### src/sv/gcoc_pkg.sv
// Shared types and constants for the grid cell outline classifier.
// Used by the configuration, classification, accumulation and top-level modules.
package gcoc_pkg;

  localparam int unsigned ValW     = 32;
  localparam int unsigned IdxW     = 10;
  localparam int unsigned CountW   = 21;
  localparam int unsigned CodeW    = 4;
  localparam int unsigned LvlCntW  = 3;
  localparam int unsigned CfgIdxW  = 3;
  localparam int unsigned MaxCols  = 1024;
  localparam int unsigned MaxRows  = 1024;

  // Configuration register indexes.
  localparam logic [CfgIdxW-1:0] RegLevelCount = 3'd0;
  localparam logic [CfgIdxW-1:0] RegLevel0     = 3'd1;
  localparam logic [CfgIdxW-1:0] RegLevelLast  = 3'd6;

  localparam logic [CodeW-1:0]  CodeFull    = 4'd15;
  localparam logic [CodeW-1:0]  CodeSaddleA = 4'd5;
  localparam logic [CodeW-1:0]  CodeSaddleB = 4'd10;
  localparam logic [CountW-1:0] CountMax    = {CountW{1'b1}};

  localparam logic [IdxW-1:0] LowColInit = IdxW'(MaxCols - 1);
  localparam logic [IdxW-1:0] LowRowInit = IdxW'(MaxRows - 1);

  typedef logic signed [ValW-1:0] val_t;
  typedef logic [IdxW-1:0] idx_t;

  typedef struct packed {
    logic [CodeW-1:0] code;
    logic             active;
    logic             saddle;
  } cell_class_t;

  typedef struct packed {
    logic [CountW-1:0] boxes;
    idx_t              min_col;
    idx_t              max_col;
    idx_t              min_row;
    idx_t              max_row;
  } summary_t;

endpackage

### src/sv/gcoc_cfg_regs.sv
// Configuration registers: level count and level values.
// Depends on gcoc_pkg.
module gcoc_cfg_regs #(
  parameter int unsigned MAX_LEVELS = 6
) (
  input  logic                           clk_i,
  input  logic                           rst_ni,
  input  logic                           cfg_we_i,
  input  logic [gcoc_pkg::CfgIdxW-1:0]   cfg_idx_i,
  input  logic [gcoc_pkg::ValW-1:0]      cfg_wdata_i,
  output gcoc_pkg::val_t                 levels_o [MAX_LEVELS],
  output logic [MAX_LEVELS-1:0]          level_en_o
);
  import gcoc_pkg::*;

  logic [LvlCntW-1:0] level_count_q;
  val_t               levels_q [MAX_LEVELS];

  always_ff @(posedge clk_i or negedge rst_ni) begin
    if (!rst_ni) begin
      level_count_q <= '0;
      for (int k = 0; k < MAX_LEVELS; k++) begin
        levels_q[k] <= '0;
      end
    end else if (cfg_we_i) begin
      if (cfg_idx_i == RegLevelCount) begin
        level_count_q <= cfg_wdata_i[LvlCntW-1:0];
      end
      for (int k = 0; k < MAX_LEVELS; k++) begin
        if (cfg_idx_i == RegLevel0 + CfgIdxW'(k) && cfg_idx_i <= RegLevelLast) begin
          levels_q[k] <= cfg_wdata_i;
        end
      end
    end
  end

  // A count above the number of level slots uses every slot.
  always_comb begin
    for (int k = 0; k < MAX_LEVELS; k++) begin
      levels_o[k]   = levels_q[k];
      level_en_o[k] = (LvlCntW'(k) < level_count_q);
    end
  end

endmodule

### src/sv/gcoc_classify.sv
// Corner match code of one cell against the enabled levels.
// Depends on gcoc_pkg.
module gcoc_classify #(
  parameter int unsigned MAX_LEVELS = 6
) (
  input  gcoc_pkg::val_t          corners_i [4],
  input  logic                    cell_valid_i,
  input  gcoc_pkg::val_t          levels_i [MAX_LEVELS],
  input  logic [MAX_LEVELS-1:0]   level_en_i,
  output gcoc_pkg::cell_class_t   class_o
);
  import gcoc_pkg::*;

  logic [CodeW-1:0] hit;
  logic [CodeW-1:0] code;

  always_comb begin
    for (int c = 0; c < 4; c++) begin
      hit[c] = 1'b0;
      for (int k = 0; k < MAX_LEVELS; k++) begin
        hit[c] = hit[c] | (level_en_i[k] && corners_i[c] == levels_i[k]);
      end
    end
    code = (!cell_valid_i || hit == CodeFull) ? '0 : hit;
    class_o.code   = code;
    class_o.active = (code != '0);
    class_o.saddle = (code == CodeSaddleA) || (code == CodeSaddleB);
  end

endmodule

### src/sv/gcoc_accum.sv
// Running box count and bounding box of active cells, with the grid summary.
// Depends on gcoc_pkg.
module gcoc_accum (
  input  logic                  clk_i,
  input  logic                  rst_ni,
  input  logic                  en_i,
  input  logic                  first_i,
  input  logic                  last_i,
  input  gcoc_pkg::cell_class_t class_i,
  input  gcoc_pkg::idx_t        col_i,
  input  gcoc_pkg::idx_t        row_i,
  output gcoc_pkg::summary_t    summary_o
);
  import gcoc_pkg::*;

  summary_t          run_q, run_d, base;
  logic [CountW:0]   sum;

  always_comb begin
    if (first_i) begin
      base.boxes   = '0;
      base.min_col = LowColInit;
      base.max_col = '0;
      base.min_row = LowRowInit;
      base.max_row = '0;
    end else begin
      base = run_q;
    end

    sum   = {1'b0, base.boxes} + (class_i.saddle ? (CountW+1)'(2) : (CountW+1)'(1));
    run_d = base;
    if (class_i.active) begin
      run_d.boxes = (sum > {1'b0, CountMax}) ? CountMax : sum[CountW-1:0];
      if (col_i < base.min_col) run_d.min_col = col_i;
      if (col_i > base.max_col) run_d.max_col = col_i;
      if (row_i < base.min_row) run_d.min_row = row_i;
      if (row_i > base.max_row) run_d.max_row = row_i;
    end

    // Zero unless last_i and a cell was active; it includes this cell.
    summary_o = (last_i && run_d.boxes != '0) ? run_d : '0;
  end

  always_ff @(posedge clk_i or negedge rst_ni) begin
    if (!rst_ni) begin
      run_q.boxes   <= '0;
      run_q.min_col <= LowColInit;
      run_q.max_col <= '0;
      run_q.min_row <= LowRowInit;
      run_q.max_row <= '0;
    end else if (en_i) begin
      run_q <= run_d;
    end
  end

endmodule

### src/sv/grid_cell_outline_classifier_top.sv
// Grid cell outline classifier: one cell request in, one result out, in every cycle while the sink is ready.
// Depends on gcoc_pkg, gcoc_cfg_regs, gcoc_classify and gcoc_accum.

// A cell is taken into an input register. From there it is classified and
// folded into the running count and bounds, and its result is written to an
// output register once that register is empty or the sink takes its result.
// With a ready sink a new cell can be accepted in every cycle. While a result
// waits for the sink, the input register still takes one more cell, and then
// the input stalls until the sink takes the waiting result. The running count
// and bounding box update as each cell moves to the output register. The user
// must write levels through the configuration port only while no cell is in
// flight; the block does not enforce this.
module grid_cell_outline_classifier_top #(
  parameter int unsigned MAX_LEVELS = 6
) (
  input  logic         clk_i,
  input  logic         rst_ni,
  input  logic         cfg_we_i,
  input  logic [2:0]   cfg_idx_i,
  input  logic [31:0]  cfg_wdata_i,
  input  logic         s_axis_tvalid,
  output logic         s_axis_tready,
  // corner_bottom_left, corner_bottom_right, corner_top_right, corner_top_left,
  // cell_col, cell_row, zero fill
  input  logic [151:0] s_axis_tdata,
  // cell_valid, first_cell
  input  logic [1:0]   s_axis_tuser,
  // last_cell
  input  logic         s_axis_tlast,
  output logic         m_axis_tvalid,
  input  logic         m_axis_tready,
  // cell_code, active_boxes, min_col, max_col, min_row, max_row, zero fill
  output logic [71:0]  m_axis_tdata,
  // cell_invalid
  output logic         m_axis_tuser,
  // summary_valid
  output logic         m_axis_tlast
);
  import gcoc_pkg::*;

  logic              in_vq;
  val_t              corners_q [4];
  logic              valid_q, first_q, last_q;
  idx_t              col_q, row_q;

  logic              out_vq;
  logic [CodeW-1:0]  code_q;
  logic              invalid_q, sum_valid_q;
  summary_t          summary_q;

  logic              advance, in_take;
  val_t              levels [MAX_LEVELS];
  logic [MAX_LEVELS-1:0] level_en;
  cell_class_t       cls;
  summary_t          summary;

  assign advance       = in_vq && (!out_vq || m_axis_tready);
  assign s_axis_tready = !in_vq || advance;
  assign in_take       = s_axis_tvalid && s_axis_tready;

  gcoc_cfg_regs #(.MAX_LEVELS(MAX_LEVELS)) u_cfg (
    .clk_i       (clk_i),
    .rst_ni      (rst_ni),
    .cfg_we_i    (cfg_we_i),
    .cfg_idx_i   (cfg_idx_i),
    .cfg_wdata_i (cfg_wdata_i),
    .levels_o    (levels),
    .level_en_o  (level_en)
  );

  gcoc_classify #(.MAX_LEVELS(MAX_LEVELS)) u_classify (
    .corners_i    (corners_q),
    .cell_valid_i (valid_q),
    .levels_i     (levels),
    .level_en_i   (level_en),
    .class_o      (cls)
  );

  gcoc_accum u_accum (
    .clk_i     (clk_i),
    .rst_ni    (rst_ni),
    .en_i      (advance),
    .first_i   (first_q),
    .last_i    (last_q),
    .class_i   (cls),
    .col_i     (col_q),
    .row_i     (row_q),
    .summary_o (summary)
  );

  always_ff @(posedge clk_i or negedge rst_ni) begin
    if (!rst_ni) begin
      in_vq  <= 1'b0;
      out_vq <= 1'b0;
    end else begin
      if (in_take) begin
        in_vq <= 1'b1;
      end else if (advance) begin
        in_vq <= 1'b0;
      end
      if (advance) begin
        out_vq <= 1'b1;
      end else if (m_axis_tready) begin
        out_vq <= 1'b0;
      end
    end
  end

  always_ff @(posedge clk_i) begin
    if (in_take) begin
      corners_q[0] <= s_axis_tdata[31:0];
      corners_q[1] <= s_axis_tdata[63:32];
      corners_q[2] <= s_axis_tdata[95:64];
      corners_q[3] <= s_axis_tdata[127:96];
      col_q        <= s_axis_tdata[137:128];
      row_q        <= s_axis_tdata[147:138];
      valid_q      <= s_axis_tuser[0];
      first_q      <= s_axis_tuser[1];
      last_q       <= s_axis_tlast;
    end
    if (advance) begin
      code_q      <= cls.code;
      invalid_q   <= !valid_q;
      sum_valid_q <= last_q;
      summary_q   <= summary;
    end
  end

  assign m_axis_tvalid = out_vq;
  assign m_axis_tdata  = {7'd0, summary_q.max_row, summary_q.min_row, summary_q.max_col,
                          summary_q.min_col, summary_q.boxes, code_q};
  assign m_axis_tuser  = invalid_q;
  assign m_axis_tlast  = sum_valid_q;

endmodule

### config.mk
export PLATFORM = sky130hd
export DESIGN_NAME = grid_cell_outline_classifier_top
export DESIGN_NICKNAME = d
export VERILOG_FILES = /design/src/sv/gcoc_pkg.sv /design/src/sv/gcoc_cfg_regs.sv /design/src/sv/gcoc_classify.sv /design/src/sv/gcoc_accum.sv /design/src/sv/grid_cell_outline_classifier_top.sv
export SDC_FILE = /design/constraint.sdc
export NUM_CORES = 1
export LEC_CHECK = 0
export BUFFER_PORTS_ARGS = -buffer_cell sky130_fd_sc_hd__buf_2
export CAP_MARGIN = 20
export CORE_UTILIZATION = 60
export CTS_CLUSTER_DIAMETER = 100
export DETAILED_ROUTE_END_ITERATION = 8
export MAX_ROUTING_LAYER = met4
export PLACE_DENSITY_LB_ADDON = 0.15
export SLEW_MARGIN = 10
export SYNTH_ARGS = -nofsm -noshare
export SYNTH_HDL_FRONTEND = slang
export SYNTH_SLANG_ARGS = --single-unit
### constraint.sdc
create_clock -name clk_i -period 7.2 [get_ports clk_i]
set_clock_uncertainty 0.1 [all_clocks]
set_input_delay 0.36 -clock clk_i [delete_from_list [all_inputs] [get_ports clk_i]]
set_output_delay 0.36 -clock clk_i [all_outputs]
set_load 0.01 [all_outputs]
==> results of run 1 <==
-- cell families (layout without fill, tap and decap cells) --
kind of cell	Yosys count	count (layout)
compound gates	191	191
simple gates	664	664
other cells	1	18
fa+ha+maj	41	41
flops	476	476
buf+inv	425	705
mux	212	212
xor+xnor	772	772
-- report_power, final --
part	total, µW	leakage (µW)	switching [µW]	internal (µW)
sequential	4210	0.00527	958	3250
clock	2800	0.000830	1200	1600
combinational	2670	0.00760	1550	1110
total	9680	0.0137	3710	5960
-- worst max-delay path by stage --
stage                                   from          endpoint  slack [ns]  depth (start not counted)
after global routing      u_cfg.levels_o[18]  m_axis_tdata[25]        0.01                         29
after detailed placement       corners_q[80]  m_axis_tdata[11]        0.45                         28
after floorplan                corners_q[73]   m_axis_tdata[8]        1.52                         28
after global placement         corners_q[46]  m_axis_tdata[11]        0.46                         27
final                          corners_q[54]  m_axis_tdata[48]        0.19                         26
after CTS                      corners_q[80]  m_axis_tdata[42]        0.38                         28
-- what timing repair did --
action,CTS,global route
endpoints found under the setup margin,0,53
buffers inserted,0,17
endpoints found under the hold margin,339,0
gates resized for setup,0,16
hold buffers,171,0
-- state kept, by name, summed over array words and instances, names as in the netlist --
register	count
m_axis_tvalid	1
m_axis_tdata	61
u_accum.run_q	61
col_q	10
u_cfg.levels_o	192
in_vq	1
first_q	1
m_axis_tuser	1
u_cfg.level_count_q	3
code_q	4
row_q	10
m_axis_tlast	1
valid_q	1
last_q	1
corners_q	128
-- per-layer routing --
layer  wire length (µm)  GRT usage [%]  vias to the layer above  part of all wire (%)
met3              17700           18.6                      709                    13
met2              56600           80.4                     2357                    42
met4              14200           44.8                        0                    11
li1                   -              -                     9861                     -
met5                  0              -                        -                     0
met1              45200           64.2                    12200                    34
-- stage by stage --
stage          total power, µW  cells  instance area (µm²)  utilization (%)  hold slack, ns
3_5_place_dp              6500   3399                30600             64.1           0.353
4_1_cts                   9320   3665                34000             71.3         0.00624
3_3_place_gp              6470   3399                30600             64.1           0.357
6_report                  9680   3694                34300             71.8          0.0226
5_1_grt                   9740   3694                34300             71.8          0.0283
2_1_floorplan             5300   2788                29100                -         -0.0356
-- cell usage in the layout, fill, tap and decap left out, drive strengths merged, types with 20 or more instances in the layout --
cell type and instances:
o21ai 74, mux2 209, nand2 108, nor3 83, nor2 121, buf 413
dfstp 20, xnor2 327, clkbuf 68, dlygate4sd3 171, and2 29, nand3 43
nand4 97, a21oi 54, dfrtp 238, nor4 115, edfxtp 218, inv 32
ha 40, xor2 445
-- worst max-delay path, delay by kind of cell, from the launching register on --
family	cells	cell delay, ns
and+or+nand+nor	13	2.80
AOI/OAI and AO/OA	6	1.33
xor gates and xnor gates	1	0.71
DFF	1	0.47
buffers and inverters	5	0.84
adders and majority gates	1	0.40
-- final cells by class --
| type | instances | area, µm² | area share (%) |
|---|---|---|---|
| diodes | 11 | 27.5 | 0.0803 |
| clock buffers | 68 | 1370 | 3.99 |
| clock inverters | 27 | 349 | 1.02 |
| inverters | 26 | 98.8 | 0.288 |
| multi-input cells | 1887 | 14500 | 42.1 |
| flip-flops and latches | 476 | 13000 | 38.0 |
| well taps | 615 | 769 | 2.24 |
| repair buffers | 584 | 4200 | 12.2 |
==> metrics.txt, run 1 <==
status=finished, final reports clean; Post-Synth Adder-Cell Area=1.79%; Synth Area in Compound Gates=3.97%; largest area contributor in the netlist=edfxtp_1; r2r startpoint=corners_q[54]; Final WS setup=0.188 ns; Post-Route WL=134 mm; startpoint type of the worst setup path=register; FF+latch count, synth=476; largest net degree at the start of global routing=155; Routed Antenna Nets=0; setup TNS=0 ns; first-pass GRT wire length=185 mm; ys flop type=dfrtp_1; H-tree levels=2; Synth warnings=0; Reg-to-Reg End=m_axis_tdata[48]; critical path's slowest cell=xnor2_1; Root Buffer=clkbuf_16; Cell variety after synth=60; Vias=25100; simple-gate share of the synthesized area=12.0%; vias in the first global route=24300; dpl ws=0.448 ns; share of cells above drive strength 1=24.8%; post-route minimum period=7.01 ns; # setup viols final=0; XOR/XNOR Fraction of Synth Area=23.3%; grt ovf=0; Max Cap Viol=0; reg-to-reg setup timing slack=0.19 ns; CTS tree=built; drt drc=0; critical path class=register to register; Post-synth EDFFs=218; Pleak=0.0137 µW; area delta synth->final=18.0%; I/O Pins=271; post-synthesis cell count=2782; Slew HR=26.3%; Hold Crit Class=primary input to register; DR pass1 iterations=9; Vias/cell=6.79; Yosys top cell area share=22.5%; top cells by area, synth=edfxtp_1 (23%), dfrtp_1 (20%), xor2_1 (13%), xnor2_1 (9.9%), mux2_2 (8.1%); clock buffer count from CTS=51; fmax=143 MHz; CP max FO=53; Clock Latency Late Sink=0.63 ns; crit share post-route=97.4%; initial antenna violation count=11; Die Ht=222 µm; WHS Endpoint=u_cfg.levels_o[96]; synthesized area per cell=10.5 µm²; largest family of logic cells by synthesized area=XOR/XNOR gates; Clock transition at path regs=0.07 ns; final net count=3262; mux cell area share after synthesis=8.20%; Cell Area, Synth=29100 µm²; Pwr Density=282 nW/µm²; Initial Utilization=60.9%; Peak VDD IR=0.000292 V; clock sink count=476; RSZ-0062 raised after global routing=no; Seq/Total Area, Yosys=44.8%; most frequent cells after synthesis=xor2_1 (445), xnor2_1 (327), clkbuf_1 (303), dfrtp_1 (238), edfxtp_1 (218); FP Rows=80; Bufs on Longest Clock Path=3; Final Hold Vio Count=0; max incr delay on CP=0.71 ns; WP data required=7.45 ns; worst hold start=cfg_wdata_i[0]; Total GRT Usage=56.1%; wire length per cell=36.2 µm; Placeable Area=47700 µm²; die area=49300 µm²; Starting DRT DRC Count=4713; async set-reset flop share out of synthesis=54.2%; final RePlAce weighted congestion=1.26; Post-DP HPWL=95.5 mm; crit end category=register; most common cell in the synthesized netlist=xor2_1; Slew @ Worst Pin=1.10 ns; Port Buffers=259; Horiz. Die Dim=222 µm; WHS Path Cells=2; FILL cells=3289; cells on worst reg2reg path=26; Final Slew Violations=0; Arr. time, crit path=7.26 ns
(Power assumes the default switching activity.)
==> run 2, diff against run 1 <==
CORE_UTILIZATION = 35   (was 60)
==> run 2 against run 1 <==
Cell count increased by 17%. Design area increased by 6.4%. Utilization decreased by 27 points. Highest routed layer unchanged. Largest power group unchanged. Via count decreased by 7.0%. Largest cell class unchanged. Worst hold slack improved by 0.017 ns.
==> metrics.txt, run 2 (synthesis results as in run 1) <==
status=finished, final reports clean (unchanged); max reg flops=192 (unchanged); dpl ws=0.0613 ns (was 0.448 ns); Port Buffers=259 (unchanged); I/O Pins=271 (unchanged); total power=9920 µW (was 9680 µW); share of cells above drive strength 1=29.2% (was 24.8%); commonest non-fill, non-tap cell in the layout=xor2_1 (unchanged); Initial Utilization=35.4% (was 60.9%); RSZ-0062 raised after global routing=no (unchanged); placed instance area=32600 µm² (was 30600 µm²); wire length per cell=34.2 µm (was 36.2 µm); largest net degree at the start of global routing=132 (was 155); Clock transition at path regs=0.06 ns (was 0.07 ns); WHS Path Cells=2 (unchanged); most frequent cells in the layout=xor2_1 (438), xnor2_1 (325), buf_4 (323) (was xor2_1 (442), xnor2_1 (321), buf_2 (258)); Final Hold Vio Count=0 (unchanged); drt drc=0 (unchanged); Pwr Density=272 nW/µm² (was 282 nW/µm²); area delta synth->final=25.6% (was 18.0%); cells on worst reg2reg path=27 (was 26); Root Buffer=clkbuf_16 (unchanged); post-route minimum period=6.95 ns (was 7.01 ns); clock buffer count from CTS=58 (was 51); Total GRT Usage=35.8% (was 56.1%); Max Cap Viol=0 (unchanged); Placeable Area=82100 µm² (was 47700 µm²); clock sink count=476 (unchanged); Final WS setup=0.246 ns (was 0.188 ns); Post-Route WL=148 mm (was 134 mm); CP max FO=26 (was 53); final net count=3447 (was 3262); grt ovf=0 (unchanged); Slew @ Worst Pin=0.934 ns (was 1.10 ns); final RePlAce weighted congestion=1.12 (was 1.26); Horiz. Die Dim=290 µm (was 222 µm); Vias=23300 (was 25100); FP Rows=105 (was 80); Vias/cell=5.39 (was 6.79); H-tree levels=2 (unchanged); Hold Crit Class=primary input to register (unchanged); Pleak=0.0147 µW (was 0.0137 µW); Routed Antenna Nets=0 (unchanged); Arr. time, crit path=7.23 ns (was 7.26 ns); vias in the first global route=24200 (was 24300); Post-DP HPWL=118 mm (was 95.5 mm); Peak VDD IR=0.000194 V (was 0.000292 V); Post-Route Utilization=44.5% (was 71.8%); Starting DRT DRC Count=1784 (was 4713); Clock Latency Late Sink=0.65 ns (was 0.63 ns); DR pass1 iterations=5 (was 9); crit end category=register (unchanged); crit share post-route=96.6% (was 97.4%); Final Slew Violations=0 (unchanged); critical path class=register to register (unchanged); CTS tree=built (unchanged); initial antenna violation count=4 (was 11); cell area after layout=36500 µm² (was 34300 µm²); WP data required=7.48 ns (was 7.45 ns); fmax=144 MHz (was 143 MHz); Slew HR=37.6% (was 26.3%); Bufs on Longest Clock Path=3 (unchanged); # setup viols final=0 (unchanged); die area=84200 µm² (was 49300 µm²); Die Ht=290 µm (was 222 µm); first-pass GRT wire length=200 mm (was 185 mm); Fin Hold WS=0.0398 ns (was 0.0226 ns); startpoint type of the worst setup path=register (unchanged)
[run 2: worst max-delay path, stage by stage, from the launching register on]
cell and delay, ns:
edfxtp_1 0.60, xor2_1 0.26, nor4_1 0.76, nand4_1 0.31, o31ai_1 0.56, nor4_1 0.13
buf_4 0.19, nand2_1 0.06, nor3_1 0.04, nor2_1 0.13, nor2_1 0.07, inv_1 0.08
ha_1 0.18, inv_1 0.07, fa_1 0.44, nand3b_1 0.24, nor4_2 0.30, nand2_1 0.12
or3_1 0.40, nor2_2 0.14, nand2_1 0.10, nor4b_2 0.25, a21oi_1 0.14, a2111oi_2 0.27
a41o_2 0.28, buf_12 0.14, clkbuf_16 0.22, nor2_1 0.07
[run 2: through the flow]
stage	TNS, ns	cells
after floorplan	0	2788
after global placement	-1.38	4043
after detailed placement	0	4043
after CTS	0	4324
after global routing	0	4330
final	0	4331
[run 2: report_power, final]
| group | internal, µW | total [µW] | switching [µW] | leakage (µW) |
|---|---|---|---|---|
| Combinational | 1240 | 2930 | 1680 | 0.00849 |
| Clock | 1740 | 2970 | 1230 | 0.000920 |
| Sequential | 3250 | 4020 | 767 | 0.00527 |
[run 2: metal layers]
layer | share of wire, % | global-route usage [%]
met4 | 7.6 | 22.0
met1 | 40 | 42.7
met5 | 0 | -
met3 | 5.6 | 4.67
met2 | 47 | 57.6
[run 2: repair_timing]
item | CTS | global route
pin swaps | 0 | 2
hold endpoints to repair | 304 | 0
buffers inserted | 0 | 3
resized for setup | 1 | 23
setup endpoints to repair | 1 | 53
gates cloned | 0 | 2
hold buffers | 172 | 0
[run 2: worst paths after layout]
kind                             startpoint                  end  slack, ns
hold reg to reg            u_accum.run_q[8]     u_accum.run_q[8]       0.38
min in group asynchronous            rst_ni    u_accum.run_q[60]       0.16
setup / recovery              corners_q[51]      m_axis_tdata[4]       0.25
max in group asynchronous            rst_ni  u_cfg.levels_o[141]       5.60
hold / removal              cfg_wdata_i[15]   u_cfg.levels_o[15]       0.04
setup reg to reg              corners_q[51]      m_axis_tdata[4]       0.25
[run 2: layout make-up]
cell class / count / area [µm²]
antenna: 1 / 2.50
clock buffer: 75 / 1560
clock inverter: 34 / 347
fill: 7870 / 45600
inverter: 26 / 100
multi-input combinational: 1887 / 14500
sequential: 476 / 13000
tap: 1070 / 1340
timing repair buffer: 762 / 5630
==> run 3, diff against run 2 <==
CTS_CLUSTER_SIZE = 20   (was unset)
PLACE_DENSITY = 0.53   (was unset)
PLACE_DENSITY_LB_ADDON = unset   (was 0.15)
TNS_END_PERCENT = 5   (was unset)
==> run 3 against run 2 <==
First-iteration DRC count rose by 50%. Combinational power increased by 20%. Die area stayed put. Global-route usage increased by 3.3 points. Count of clock-buffer cells in the layout fell by 27. Register-to-register slack about the same. Non-clock buffer count rose by 91. Cell count is 1.1% higher. Critical path depth decreased by 1. Maximum frequency barely moved. Sequential power down 2%. Flip-flop and latch count did not move. Critical path type unchanged.
==> metrics.txt, run 3 (synthesis results as in run 1) <==
Pwr Density=261 nW/µm² (was 272 nW/µm²); area delta synth->final=26.1% (was 25.6%); Internal=5630 µW (was 6240 µW); critical path's slowest cell=edfxtp_1 (was nor4_1); Post-Route WL=162 mm (was 148 mm); cell area after layout=36600 µm² (was 36500 µm²); WP data required=7.43 ns (was 7.48 ns); wire length per cell=37.0 µm (was 34.2 µm); Clock Latency Late Sink=0.61 ns (was 0.65 ns); Logic pwr share=36.7% (was 29.5%); Routed Antenna Nets=0 (unchanged); Bufs on Longest Clock Path=3 (unchanged); fmax=144 MHz (about the same); most frequent cells in the layout=xor2_1 (439), buf_4 (414), xnor2_1 (324) (was xor2_1 (438), xnor2_1 (325), buf_4 (323)); clock buffer count from CTS=34 (was 58); total power=9560 µW (was 9920 µW); Pleak=0.0149 µW (was 0.0147 µW); Vias=24300 (was 23300); r2r startpoint=corners_q[9] (was corners_q[51]); vias in the first global route=23900 (was 24200); Final WS setup=0.241 ns (was 0.246 ns); drt drc=0 (unchanged); Slew @ Worst Pin=1.06 ns (was 0.934 ns); DR pass1 iterations=5 (unchanged); I/O Pins=271 (unchanged); Switching Fraction=41.1% (was 37.1%); Hold Crit Class=primary input to register (unchanged); Root Buffer=clkbuf_16 (unchanged); status=finished, final reports clean (unchanged); Vias/cell=5.55 (was 5.39); placed insts=4142 (was 4043); Initial Utilization=35.4% (unchanged); crit share post-route=96.6% (about the same); Net Sw Power=3930 µW (was 3680 µW); FP Rows=105 (unchanged); grt ovf=0 (unchanged); CP Launch Point=corners_q[9] (was corners_q[51]); crit end category=register (unchanged); Placeable Area=82100 µm² (unchanged); commonest non-fill, non-tap cell in the layout=xor2_1 (unchanged); final net count=3514 (was 3447); critical path class=register to register (unchanged); Final Slew Violations=0 (unchanged); Clock transition at path regs=0.09 ns (was 0.06 ns); worst hold start=cfg_wdata_i[23] (was cfg_wdata_i[15]); Peak VDD IR=0.000188 V (was 0.000194 V); Slew HR=29.2% (was 37.6%); post-route minimum period=6.96 ns (was 6.95 ns); Starting DRT DRC Count=2680 (was 1784); Max Cap Viol=0 (unchanged); Arr. time, crit path=7.19 ns (was 7.23 ns); Die Ht=290 µm (unchanged); clock sink count=476 (unchanged); clock network power share=22.0% (was 30.0%); H-tree levels=2 (unchanged); Port Buffers=259 (unchanged); startpoint type of the worst setup path=register (unchanged); dpl ws=-0.325 ns (was 0.0613 ns); first-pass GRT wire length=215 mm (was 200 mm); largest net degree at the start of global routing=98 (was 132); final RePlAce weighted congestion=1.08 (was 1.12); max incr delay on CP=0.58 ns (was 0.76 ns); Post-DP HPWL=130 mm (was 118 mm); share of cells above drive strength 1=31.5% (was 29.2%); CP max FO=53 (was 26); die area=84200 µm² (unchanged); CTS tree=built (unchanged); initial antenna violation count=13 (was 4); Final Hold Vio Count=0 (unchanged); final std cells w/o fill=4380 (was 4331); placed instance area=33600 µm² (was 32600 µm²); Total GRT Usage=39.1% (was 35.8%); max reg flops=192 (unchanged); # setup viols final=0 (unchanged); Horiz. Die Dim=290 µm (unchanged); Flop pwr share=41.3% (was 40.5%)
run 3: power by group through the flow:
stage	registers [µW]	clock network (µW)	logic (µW)
detailed placement	3970	0	3260
CTS	3920	2140	3360
finish	3940	2100	3510
global route	3960	2220	3570
floorplan	3410	0	1890
global placement	3970	0	3280
run 3: metal layers:
metal / global-route usage (%) / wire length, µm / vias to the layer above
li1: - / - / 10300
met3: 7.03 / 13200 / 245
met2: 57.6 / 70200 / 1252
met1: 52.6 / 70200 / 12500
met5: - / 0 / -
met4: 16.7 / 8520 / 0
run 3: final timing paths:
check	endpoint	slack, ns	cells past startpoint
min in group asynchronous	u_cfg.levels_o[137]	0.29	2
max	m_axis_tdata[55]	0.24	26
max reg2reg	m_axis_tdata[55]	0.24	26
min reg2reg	u_accum.run_q[20]	0.38	2
min	u_cfg.levels_o[119]	0.02	2
max in group asynchronous	u_cfg.levels_o[123]	5.02	3
run 3: final cells by class:
class / instances / area, µm²
Clock buffer: 48 / 933
Antenna cell: 6 / 15.0
Multi-Input combinational cell: 1887 / 14600
Inverter: 26 / 98.8
Clock inverter: 14 / 158
Tap cell: 1070 / 1340
Sequential cell: 476 / 13000
Timing Repair Buffer: 853 / 6450
Fill cell: 7833 / 45500
run 3: worst max-delay path, delay by kind of cell (launching register included):
kind                     cells  cell delay [ns]
AO/OA/AOI/OAI                9             2.22
adder cells (fa/ha/maj)      1             0.43
AND/OR/NAND/NOR             10             2.13
buffers and inverters        5             0.84
flip-flops                   1             0.58
XOR/XNOR                     1             0.33
run 3: per-stage QoR:
stage	hold slack [ns]	utilization [%]	TNS (ns)
6_report	0.0170	44.6	0
5_1_grt	0.0131	44.6	-0.0231
4_1_cts	0.0000571	44.2	0
3_5_place_dp	0.366	40.9	-15.49
3_3_place_gp	0.357	40.9	-19.92
2_1_floorplan	-0.0356	-	0
run 3: timing repair:
item,CTS,global route
resized for setup,8,34
endpoints found under the hold margin,237,0
hold buffers,157,0
setup endpoints to repair,53,53
buffers inserted,0,13
